**config.mk**
```make
export PLATFORM = sky130hd
export DESIGN_NAME = overlapped_frame_windowing
export DESIGN_NICKNAME = d
export VERILOG_FILES = /design/src/rtl/ofw_pkg.sv /design/src/rtl/ofw_ram.sv /design/src/rtl/ofw_front.sv /design/src/rtl/ofw_cmdq.sv /design/src/rtl/ofw_back.sv /design/src/rtl/overlapped_frame_windowing.sv
export VERILOG_INCLUDE_DIRS = /design/src /design/src/rtl
export SDC_FILE = /design/constraint.sdc
export NUM_CORES = 2
export LEC_CHECK = 0
export BUFFER_PORTS_ARGS = -buffer_cell sky130_fd_sc_hd__buf_2
export CAP_MARGIN = 20
export CORE_MARGIN = 4
export CORE_UTILIZATION = 45
export CTS_CLUSTER_SIZE = 24
export DETAILED_ROUTE_END_ITERATION = 8
export GPL_TIMING_DRIVEN = 1
export PLACE_DENSITY = 0.57
export SYNTH_ARGS = -nofsm -noshare
export SYNTH_HDL_FRONTEND = slang
export SYNTH_SLANG_ARGS = --single-unit
```
**constraint.sdc**
```tcl
create_clock -name clk_i -period 11.7 [get_ports clk_i]
set_input_delay 0.585 -clock clk_i [delete_from_list [all_inputs] [get_ports clk_i]]
set_output_delay 0.585 -clock clk_i [all_outputs]
set_load 0.02 [all_outputs]
```
**src/rtl/overlapped_frame_windowing_assert.svh**
```systemverilog
// Assertion macros shared by the windowing RTL.
// Depends on clk_i and rst_ni being in scope where a macro is used.
`ifndef OVERLAPPED_FRAME_WINDOWING_ASSERT_SVH
`define OVERLAPPED_FRAME_WINDOWING_ASSERT_SVH

// condition holds on every edge out of reset
`define OFW_CHECK(lbl, cond, msg) \
  lbl: assert property (@(posedge clk_i) disable iff (!rst_ni) (cond)) else $error(msg);

// same-cycle implication
`define OFW_CHECK_IMP(lbl, ante, cons, msg) \
  lbl: assert property (@(posedge clk_i) disable iff (!rst_ni) (ante) |-> (cons)) \
    else $error(msg);

// next-cycle implication
`define OFW_CHECK_NXT(lbl, ante, cons, msg) \
  lbl: assert property (@(posedge clk_i) disable iff (!rst_ni) (ante) |=> (cons)) \
    else $error(msg);

`endif

```
**src/rtl/ofw_pkg.sv**
```systemverilog
// Shared types and constants for the overlapped frame windowing block.
// No dependencies.
package ofw_pkg;

  localparam int SAMPLE_W = 16;
  localparam int IDX_W    = 6;
  localparam int CFG_W    = 7;
  localparam int Q_SHIFT  = 15;

  localparam logic [CFG_W-1:0] FRAME_RST = 7'd64;
  localparam logic [CFG_W-1:0] HOP_RST   = 7'd32;
  localparam logic [CFG_W-1:0] FRAME_MIN = 7'd2;
  localparam logic [CFG_W-1:0] CNT_SAT   = 7'd127;

  typedef enum logic {
    ACT_LOAD = 1'b0,
    ACT_PUSH = 1'b1
  } action_e;

  typedef enum logic {
    REG_FRAME_SIZE = 1'b0,
    REG_HOP_SIZE   = 1'b1
  } reg_idx_e;

  typedef enum logic {
    BK_IDLE,
    BK_READ
  } back_state_e;

  typedef struct packed {
    logic [SAMPLE_W-1:0] windowed_sample;
    logic [IDX_W-1:0]    position;
    logic                last_in_frame;
  } out_word_t;

endpackage

```
**src/rtl/ofw_ram.sv**
```systemverilog
// Generic simple dual-port RAM: one write port, one registered read port.
// No dependencies.
module ofw_ram #(
  parameter int W = 16,
  parameter int D = 64,
  localparam int AW = (D > 1) ? $clog2(D) : 1
) (
  input  logic          clk_i,
  input  logic          we_i,
  input  logic [AW-1:0] waddr_i,
  input  logic [W-1:0]  wdata_i,
  input  logic [AW-1:0] raddr_i,
  output logic [W-1:0]  rdata_o
);

  logic [W-1:0] mem_q [D];

  always_ff @(posedge clk_i) begin
    if (we_i) begin
      mem_q[waddr_i] <= wdata_i;
    end
    rdata_o <= mem_q[raddr_i];
  end

endmodule

```
**src/rtl/ofw_front.sv**
```systemverilog
// Front end: config registers, coefficient/sample intake, frame trigger.
// Depends on ofw_pkg and the assertion macro header.
`include "overlapped_frame_windowing_assert.svh"

module ofw_front import ofw_pkg::*; #(
  parameter int FRAME_MAX = 64,
  localparam int AW = $clog2(FRAME_MAX)
) (
  input  logic                clk_i,
  input  logic                rst_ni,
  input  logic                cfg_we_i,
  input  logic                cfg_index_i,
  input  logic [CFG_W-1:0]    cfg_data_i,
  input  logic                in_valid_i,
  output logic                in_stall_o,
  input  logic                action_i,
  input  logic [IDX_W-1:0]    window_index_i,
  input  logic [SAMPLE_W-1:0] coefficient_i,
  input  logic [SAMPLE_W-1:0] sample_i,
  input  logic                back_busy_i,
  input  logic                cmd_empty_i,
  input  logic                cmd_full_i,
  output logic                hist_we_o,
  output logic [AW-1:0]       hist_addr_o,
  output logic [SAMPLE_W-1:0] hist_data_o,
  output logic                win_we_o,
  output logic [AW-1:0]       win_addr_o,
  output logic [SAMPLE_W-1:0] win_data_o,
  output logic                cmd_push_o,
  output logic [AW-1:0]       cmd_start_o,
  output logic [CFG_W-1:0]    cmd_len_o
);

  localparam int SW = ((AW > CFG_W) ? AW : CFG_W) + 2;
  localparam logic [CFG_W-1:0] FMAX_CLIP = CFG_W'((FRAME_MAX > 127) ? 127 : FRAME_MAX);
  localparam logic [AW-1:0] WP_LAST = AW'(FRAME_MAX - 1);
  localparam logic [SW-1:0] FM_EXT = SW'(FRAME_MAX);

  logic [CFG_W-1:0] fs_q, hs_q, ssf_q, ssf_d;
  logic             primed_q, primed_d;
  logic [AW-1:0]    wp_q, wp_d;

  logic             acc, push_acc, load_acc, in_range, fire;
  logic [CFG_W-1:0] f_eff, h_eff, ssf_inc, need;
  logic [SW-1:0]    wpe, fe;

  assign in_stall_o = back_busy_i || !cmd_empty_i;
  assign acc      = in_valid_i && !in_stall_o;
  assign push_acc = acc && (action_i == ACT_PUSH);
  assign load_acc = acc && (action_i == ACT_LOAD);
  assign in_range = int'(window_index_i) < FRAME_MAX;

  always_ff @(posedge clk_i or negedge rst_ni) begin
    if (!rst_ni) begin
      fs_q <= FRAME_RST;
      hs_q <= HOP_RST;
    end else if (cfg_we_i) begin
      case (cfg_index_i)
        REG_FRAME_SIZE: fs_q <= cfg_data_i;
        REG_HOP_SIZE:   hs_q <= cfg_data_i;
        default: ;
      endcase
    end
  end

  // effective sizes
  always_comb begin
    if (fs_q < FRAME_MIN) f_eff = FRAME_MIN;
    else if (fs_q > FMAX_CLIP) f_eff = FMAX_CLIP;
    else f_eff = fs_q;
    if (hs_q == '0) h_eff = 7'd1;
    else if (hs_q > f_eff) h_eff = f_eff;
    else h_eff = hs_q;
  end

  assign ssf_inc = (ssf_q == CNT_SAT) ? CNT_SAT : ssf_q + 7'd1;
  assign need    = primed_q ? h_eff : f_eff;
  assign fire    = push_acc && (ssf_inc >= need);

  always_comb begin
    ssf_d    = ssf_q;
    primed_d = primed_q;
    wp_d     = wp_q;
    if (push_acc) begin
      ssf_d = fire ? '0 : ssf_inc;
      wp_d  = (wp_q == WP_LAST) ? '0 : wp_q + AW'(1);
      if (fire) primed_d = 1'b1;
    end
  end

  always_ff @(posedge clk_i or negedge rst_ni) begin
    if (!rst_ni) begin
      ssf_q    <= '0;
      primed_q <= 1'b0;
      wp_q     <= '0;
    end else begin
      ssf_q    <= ssf_d;
      primed_q <= primed_d;
      wp_q     <= wp_d;
    end
  end

  // oldest sample of the frame sits f slots behind the next write slot
  assign wpe = SW'(wp_d);
  assign fe  = SW'(f_eff);
  assign cmd_start_o = (wpe >= fe) ? AW'(wpe - fe) : AW'(wpe + FM_EXT - fe);
  assign cmd_len_o   = f_eff;
  assign cmd_push_o  = fire;

  assign hist_we_o   = push_acc;
  assign hist_addr_o = wp_q;
  assign hist_data_o = sample_i;
  assign win_we_o    = load_acc && in_range;
  assign win_addr_o  = AW'(window_index_i);
  assign win_data_o  = coefficient_i;

  `OFW_CHECK(a_cmd_room, !(cmd_push_o && cmd_full_i), "frame command pushed into full queue")
  `OFW_CHECK_NXT(a_ssf_clear, fire, ssf_q == '0 && primed_q, "frame trigger did not rearm")
  `OFW_CHECK(a_wp_range, int'(wp_q) < FRAME_MAX, "history pointer out of range")

endmodule

```
**src/rtl/ofw_cmdq.sv**
```systemverilog
// Two-entry queue of frame commands between front and back.
// No dependencies.
module ofw_cmdq #(
  parameter int W = 13
) (
  input  logic         clk_i,
  input  logic         rst_ni,
  input  logic         push_i,
  input  logic [W-1:0] din_i,
  input  logic         pop_i,
  output logic [W-1:0] dout_o,
  output logic         empty_o,
  output logic         full_o
);

  logic [W-1:0] mem_q [2];
  logic         wr_q, rd_q;
  logic [1:0]   cnt_q;

  assign empty_o = (cnt_q == 2'd0);
  assign full_o  = (cnt_q == 2'd2);
  assign dout_o  = mem_q[rd_q];

  always_ff @(posedge clk_i) begin
    if (push_i) mem_q[wr_q] <= din_i;
  end

  always_ff @(posedge clk_i or negedge rst_ni) begin
    if (!rst_ni) begin
      wr_q  <= 1'b0;
      rd_q  <= 1'b0;
      cnt_q <= '0;
    end else begin
      if (push_i) wr_q <= ~wr_q;
      if (pop_i)  rd_q <= ~rd_q;
      cnt_q <= cnt_q + 2'(push_i) - 2'(pop_i);
    end
  end

endmodule

```
**src/rtl/ofw_back.sv**
```systemverilog
// Back end: walks one frame through the RAMs, multiplies, buffers results.
// Depends on ofw_pkg and the assertion macro header.
`include "overlapped_frame_windowing_assert.svh"

module ofw_back import ofw_pkg::*; #(
  parameter int FRAME_MAX = 64,
  localparam int AW = $clog2(FRAME_MAX)
) (
  input  logic                clk_i,
  input  logic                rst_ni,
  input  logic                cmd_empty_i,
  input  logic [AW-1:0]       cmd_start_i,
  input  logic [CFG_W-1:0]    cmd_len_i,
  output logic                cmd_pop_o,
  output logic                busy_o,
  output logic [AW-1:0]       hist_raddr_o,
  output logic [AW-1:0]       win_raddr_o,
  input  logic [SAMPLE_W-1:0] hist_rdata_i,
  input  logic [SAMPLE_W-1:0] win_rdata_i,
  output logic                out_valid_o,
  input  logic                out_stall_i,
  output out_word_t           out_word_o
);

  localparam logic [2:0] OUT_DEPTH = 3'd4;
  localparam logic [AW-1:0] RP_LAST = AW'(FRAME_MAX - 1);

  back_state_e state_q, state_d;
  logic [CFG_W-1:0] p_q, len_q;
  logic [AW-1:0]    rp_q;
  logic             issue, last_issue, pop;
  logic [2:0]       cnt_q, ocnt_q;
  logic [1:0]       owr_q, ord_q;

  logic                    v1_q, v2_q, last1_q, last2_q;
  logic [IDX_W-1:0]        pos1_q, pos2_q;
  logic signed [SAMPLE_W-1:0] w_s, h_s;
  logic signed [2*SAMPLE_W-1:0] prod_q;
  out_word_t               ofifo_q [4];
  out_word_t               wword;

  assign last_issue = (p_q + 7'd1 == len_q);

  always_comb begin
    state_d = state_q;
    case (state_q)
      BK_IDLE: if (!cmd_empty_i) state_d = BK_READ;
      BK_READ: if (issue && last_issue) state_d = BK_IDLE;
      default: state_d = BK_IDLE;
    endcase
  end

  always_comb begin
    cmd_pop_o = 1'b0;
    issue     = 1'b0;
    busy_o    = 1'b0;
    case (state_q)
      BK_IDLE: cmd_pop_o = !cmd_empty_i;
      BK_READ: begin
        busy_o = 1'b1;
        issue  = (cnt_q < OUT_DEPTH);
      end
      default: ;
    endcase
  end

  assign hist_raddr_o = rp_q;
  assign win_raddr_o  = AW'(p_q);
  assign pop = out_valid_o && !out_stall_i;

  always_ff @(posedge clk_i or negedge rst_ni) begin
    if (!rst_ni) begin
      state_q <= BK_IDLE;
      p_q     <= '0;
      len_q   <= '0;
      rp_q    <= '0;
      cnt_q   <= '0;
      v1_q    <= 1'b0;
      v2_q    <= 1'b0;
      ocnt_q  <= '0;
      owr_q   <= '0;
      ord_q   <= '0;
    end else begin
      state_q <= state_d;
      if (cmd_pop_o) begin
        p_q   <= '0;
        len_q <= cmd_len_i;
        rp_q  <= cmd_start_i;
      end else if (issue) begin
        p_q  <= p_q + 7'd1;
        rp_q <= (rp_q == RP_LAST) ? '0 : rp_q + AW'(1);
      end
      // credits: issued and not yet taken downstream
      cnt_q  <= cnt_q + 3'(issue) - 3'(pop);
      v1_q   <= issue;
      v2_q   <= v1_q;
      ocnt_q <= ocnt_q + 3'(v2_q) - 3'(pop);
      if (v2_q) owr_q <= owr_q + 2'd1;
      if (pop)  ord_q <= ord_q + 2'd1;
    end
  end

  assign w_s = win_rdata_i;
  assign h_s = hist_rdata_i;

  always_ff @(posedge clk_i) begin
    pos1_q  <= p_q[IDX_W-1:0];
    last1_q <= last_issue;
    pos2_q  <= pos1_q;
    last2_q <= last1_q;
    prod_q  <= w_s * h_s;
    if (v2_q) ofifo_q[owr_q] <= wword;
  end

  always_comb begin
    wword.windowed_sample = prod_q[Q_SHIFT +: SAMPLE_W];
    wword.position        = pos2_q;
    wword.last_in_frame   = last2_q;
  end

  assign out_valid_o = (ocnt_q != 3'd0);
  assign out_word_o  = ofifo_q[ord_q];

  `OFW_CHECK(a_credit_bound, cnt_q <= OUT_DEPTH, "credit count overflow")
  `OFW_CHECK(a_ofifo_room, !(v2_q && ocnt_q == OUT_DEPTH), "result buffer overflow")
  `OFW_CHECK_IMP(a_issue_in_frame, issue, p_q < len_q, "read issued past frame end")

endmodule

```
**src/rtl/overlapped_frame_windowing.sv**
```systemverilog
// A frame-completing push queues a command; the back end pops it and issues reads, and
// the RAM read, product and result buffer are registered. Throughput: one word per cycle
// in a frame unless the output stalls; input stalls while a command waits or a frame
// is read. The rate is set by the single read port on the history and window RAMs.
// Reset (async, active low): frame_size 64, hop 32, counters cleared, not primed;
// RAM contents are undefined until written.
module overlapped_frame_windowing import ofw_pkg::*; #(
  parameter int FRAME_MAX = 64
) (
  input  logic                clk_i,
  input  logic                rst_ni,
  // configuration
  input  logic                cfg_we_i,
  input  logic                cfg_index_i,
  input  logic [CFG_W-1:0]    cfg_data_i,
  // input words
  input  logic                in_valid_i,
  output logic                in_stall_o,
  input  logic                action_i,
  input  logic [IDX_W-1:0]    window_index_i,
  input  logic [SAMPLE_W-1:0] coefficient_i,
  input  logic [SAMPLE_W-1:0] sample_i,
  // result words
  output logic                out_valid_o,
  input  logic                out_stall_i,
  output logic [SAMPLE_W-1:0] windowed_sample_o,
  output logic [IDX_W-1:0]    position_o,
  output logic                last_in_frame_o
);

  localparam int AW = $clog2(FRAME_MAX);
  localparam int CW = AW + CFG_W;

  logic                hist_we, win_we;
  logic [AW-1:0]       hist_waddr, win_waddr, hist_raddr, win_raddr;
  logic [SAMPLE_W-1:0] hist_wdata, win_wdata, hist_rdata, win_rdata;
  logic                cmd_push, cmd_pop, cmd_empty, cmd_full, back_busy;
  logic [AW-1:0]       cmd_start;
  logic [CFG_W-1:0]    cmd_len;
  logic [CW-1:0]       cmd_dout;
  out_word_t           out_word;

  // Front: takes words, writes the RAMs, decides when a frame is due.
  ofw_front #(.FRAME_MAX(FRAME_MAX)) u_front (
    .clk_i, .rst_ni,
    .cfg_we_i, .cfg_index_i, .cfg_data_i,
    .in_valid_i, .in_stall_o,
    .action_i, .window_index_i, .coefficient_i, .sample_i,
    .back_busy_i (back_busy),
    .cmd_empty_i (cmd_empty),
    .cmd_full_i  (cmd_full),
    .hist_we_o   (hist_we),
    .hist_addr_o (hist_waddr),
    .hist_data_o (hist_wdata),
    .win_we_o    (win_we),
    .win_addr_o  (win_waddr),
    .win_data_o  (win_wdata),
    .cmd_push_o  (cmd_push),
    .cmd_start_o (cmd_start),
    .cmd_len_o   (cmd_len)
  );

  // Frame commands: start slot of the oldest sample and frame length.
  ofw_cmdq #(.W(CW)) u_cmdq (
    .clk_i, .rst_ni,
    .push_i  (cmd_push),
    .din_i   ({cmd_start, cmd_len}),
    .pop_i   (cmd_pop),
    .dout_o  (cmd_dout),
    .empty_o (cmd_empty),
    .full_o  (cmd_full)
  );

  // Sample history, circular, written at the front's write pointer.
  ofw_ram #(.W(SAMPLE_W), .D(FRAME_MAX)) u_hist_ram (
    .clk_i,
    .we_i    (hist_we),
    .waddr_i (hist_waddr),
    .wdata_i (hist_wdata),
    .raddr_i (hist_raddr),
    .rdata_o (hist_rdata)
  );

  // Q15 window coefficients by frame position.
  ofw_ram #(.W(SAMPLE_W), .D(FRAME_MAX)) u_win_ram (
    .clk_i,
    .we_i    (win_we),
    .waddr_i (win_waddr),
    .wdata_i (win_wdata),
    .raddr_i (win_raddr),
    .rdata_o (win_rdata)
  );

  // Back: read, multiply, buffer; four-word result buffer on the output side.
  ofw_back #(.FRAME_MAX(FRAME_MAX)) u_back (
    .clk_i, .rst_ni,
    .cmd_empty_i  (cmd_empty),
    .cmd_start_i  (cmd_dout[CW-1:CFG_W]),
    .cmd_len_i    (cmd_dout[CFG_W-1:0]),
    .cmd_pop_o    (cmd_pop),
    .busy_o       (back_busy),
    .hist_raddr_o (hist_raddr),
    .win_raddr_o  (win_raddr),
    .hist_rdata_i (hist_rdata),
    .win_rdata_i  (win_rdata),
    .out_valid_o,
    .out_stall_i,
    .out_word_o   (out_word)
  );

  assign windowed_sample_o = out_word.windowed_sample;
  assign position_o        = out_word.position;
  assign last_in_frame_o   = out_word.last_in_frame;

endmodule
```
==> flow_summary_export.csv <==
group,metric,value,unit
finish,nets,5822,
setup_path,required,12.41,ns
place,dpl_worst_slack,5.23,ns
setup_path,cp.depth,18,
setup_path,critPathLaunchType,"register",
status,status,"completed",
die,fp.dieW,473,um
setup_path,cpMostUsedCell,"fa_1",
routing,drtIter0Drc,4897,
yosys,synthDistinctLibCells,61,
clocking,postCtsHoldBufs,8,
yosys,ys_seq_area_frac,0.698,
routing,wire_per_inst,27.4,um
clocking,cts_max_level,4,
routing,drcViolationCount,0,
finish,fillCellCount,17300,
global_routing,grt_pass1_vias,48300,
timing,slew_headroom,0.264,
timing,setup_viol,0,
timing,fin_ws,5.42,ns
yosys,syn_area_per_cell,18.9,um2
global_routing,overflow,0,
timing,rsz0062_at_grt,"false",
clocking,clockRootBuffer,"clkbuf_16",
clocking,post-cts-setup-buffers,0,
yosys,syn_inst,5151,
setup_path,slowest_delay,0.76,ns
routing,vias,47700,
clocking,cts_buffer_depth,3,
finish,drive_above_1_share,0.213,
die,start_util,0.453,
clocking,cts_tree,"done",
die,fp-row-count,170,
setup_path,path_max_fanout,17,
finish,final_cell_area,109000,um2
worst_hold_path,hold_depth,1,
place,io_buffers,76,
die,core_area,215000,um2
timing,fin_crit,6.28,ns
clocking,clkLatencyLatePin,0.87,ns
routing,viasPerCell,5.65,
timing,tightest_slew,1.10,ns
setup_path,rr_worst_depth,18,
global_routing,grt_pass1_wl,338,mm
place,place_area,102000,um2
setup_path,worstPathArrival,6.99,ns
die,fp.dieH,473,um
global_routing,grt_use_total,0.207,
die,pin_count,77,
clocking,cts_buffers,230,
place,routabilityCongestion,0.798,
yosys,async_reset_ff_frac,0.0283,
timing,hold_viol_final,0,
setup_path,end_kind,"register",
routing,postRouteWirelength,231,mm
yosys,syn_nets,5571,
routing,dr.pass1.iters,5,
clocking,cts_num_sinks,2293,
clocking,cts_resized,0,
timing,fin_skew,0.0853,ns
setup_path,path_cells,"nand2_1 > inv_1 > fa_1 > inv_1 > fa_1 > inv_1 > fa_1 > fa_1 > fa_1 > fa_1 > ha_1 > a21o_1 > a21o_1 > a21o_1 > a21oi_1 > o21ai_0 > a31o_2 > xnor2_1",
routing,antenna_left,0,
timing,drv_slew,0,
timing,max_freq,159,MHz
global_routing,grt_max_degree,126,
clocking,path_clk_slew,0.06,ns
place,dpl.hpwl,138,mm
die,die_area,224000,um2
setup_path,cp_num_buf_inv,3,
yosys,synth_edf_count,2166,
global_routing,antenna_found_initial,19,
worst_hold_path,hold_path_class,"input port to register",
timing,final.period_utilization,0.536,
yosys,synthFlopType,"edfxtp_1",
timing,timing.setup.tns,0,ns
setup_path,cp_top_family,"adder cells",
yosys,synthesis.area,97200,um2
setup_path,crit_type,"register to register",
yosys,yosys_warnings,0,
setup_path,cpMaxStageDelayCell,"fa_1",
finish,area_growth,12.5,%
yosys,ys_ff_latch,2293,
job,max_cap_viol_count,0,
timing,worst_hold_slack,0.0951,ns
## final timing paths
check	slack, ns	startpoint	end
worst max-delay path	5.42	u_win_ram.rdata_o[15]$_DFF_P_	u_back.prod_q[30]$_DFF_P_
worst min-delay path	0.1	sample_i[6]	u_hist_ram.mem_q[41][6]$_DFFE_PP_
worst max register to register	5.42	u_win_ram.rdata_o[15]$_DFF_P_	u_back.prod_q[30]$_DFF_P_
worst min register to register	0.33	u_back.pos1_q[0]$_DFF_P_	u_back.pos2_q[0]$_DFF_P_
max in group asynchronous	10.31	rst_ni	u_back.hist_raddr_o[2]$_DFFE_PN0P_
min in group asynchronous	0.14	rst_ni	u_back.ocnt_q[2]$_DFF_PN0_
## area by class of cell
class / instances / area, um2 / share of cell area
sequential: 2293 / 67900 / 0.621
multi-input combinational: 2284 / 27100 / 0.247
clock buffer: 282 / 5970 / 0.0546
tap: 2838 / 3550 / 0.0325
timing repair buffer: 269 / 2100 / 0.0192
clock inverter: 147 / 1540 / 0.0140
inverter: 324 / 1220 / 0.0111
antenna: 4 / 10.0 / 0.0000915
## metal layers
metal  track usage  wire (um)  vias up  share of wire
met4        0.0410       3880        8          0.017
met1         0.309     104000    25400           0.45
li1              -          -    20600              -
met3        0.0319      13500      275          0.058
met2         0.326     110000     1374           0.48
met5             0         53        -        0.00023
## metrics by stage
stage / std cells / utilization
3_3_place_gp: 7984 / 0.472
3_5_place_dp: 7987 / 0.473
2_1_floorplan: 5151 / -
6_report: 8441 / 0.509
4_1_cts: 8424 / 0.508
5_1_grt: 8439 / 0.509
## synth_stat cells, types with 31 or more instances
cell,number,share of area
dfrtp_1,63,0.016
a21oi_1,156,0.0080
mux2_1,34,0.0039
o221ai_1,65,0.0059
edfxtp_1,2166,0.67
buf_1,31,0.0012
nor2_1,162,0.0063
o21ai_1,60,0.0031
o21ai_0,42,0.0022
buf_2,46,0.0024
mux2_2,43,0.0050
mux4_2,503,0.12
ha_1,110,0.014
inv_1,324,0.013
dfxtp_1,62,0.013
xnor2_1,52,0.0047
nand2_1,240,0.0093
fa_1,258,0.053
mux2i_1,210,0.022
and2_1,124,0.0080
clkbuf_1,152,0.0059
o22ai_1,65,0.0042
## cell families (layout without fill, tap and decap cells)
group                    Yosys count  in the layout  synth area share
flip-flops                      2293           2293             0.698
multiplexers                     790            790             0.147
AND/OR/NAND/NOR                  614            614            0.0291
buffers and inverters            574           1022            0.0243
AO/OA/AOI/OAI                    450            450            0.0284
adder cells (fa/ha/maj)          368            368            0.0673
XOR/XNOR                          62             62           0.00558
other                              0              4                 0
## flip-flops by register name, summed over array words and instances, names as in the netlist, 3 cells and up
register             count
u_back.p_q               7
u_back.prod_q           16
u_back.ofifo_q          92
u_back.pos1_q            6
u_hist_ram.mem_q      1024
u_cmdq.mem_q            26
u_back.hist_raddr_o      6
u_front.ssf_q            7
u_front.hist_addr_o      6
u_front.fs_q             7
u_win_ram.rdata_o       16
u_win_ram.mem_q       1024
u_back.cnt_q             3
u_back.ocnt_q            3
u_back.len_q             7
u_back.pos2_q            6
u_front.hs_q             7
u_hist_ram.rdata_o      16
## cell usage in the layout (no fill, tap or decap), types with 8 or more instances in the layout
cell,Yosys,layout
edfxtp_1,2166,2166
mux4_2,503,503
inv_1,324,324
fa_1,258,258
nand2_1,240,239
clkbuf_16,0,231
mux2i_1,210,210
buf_4,1,165
a21oi_1,156,156
nor2_1,162,134
and2_1,124,124
ha_1,110,110
buf_2,46,75
o22ai_1,65,65
o221ai_1,65,65
dfxtp_1,62,62
o21ai_1,60,60
dfrtp_1,63,54
xnor2_1,52,52
clkbuf_1,152,51
clkinv_2,0,48
clkinv_1,0,45
mux2_2,43,43
o21ai_0,42,42
mux2_1,34,34
nor2_2,0,28
bufinv_16,0,21
nand3_1,18,18
buf_12,0,17
clkinvlp_4,0,11
nor2b_1,12,10
xor2_1,10,10
a21o_1,10,10
nand2b_1,10,9
o21a_1,8,8
and3_1,8,8
clkinv_16,0,8
dlygate4sd3_1,0,8
dfrtp_4,0,8
Power is left out: the tool's default activity adds up to more than one toggle a clock period on the data nets, which glitch-free logic cannot reach.
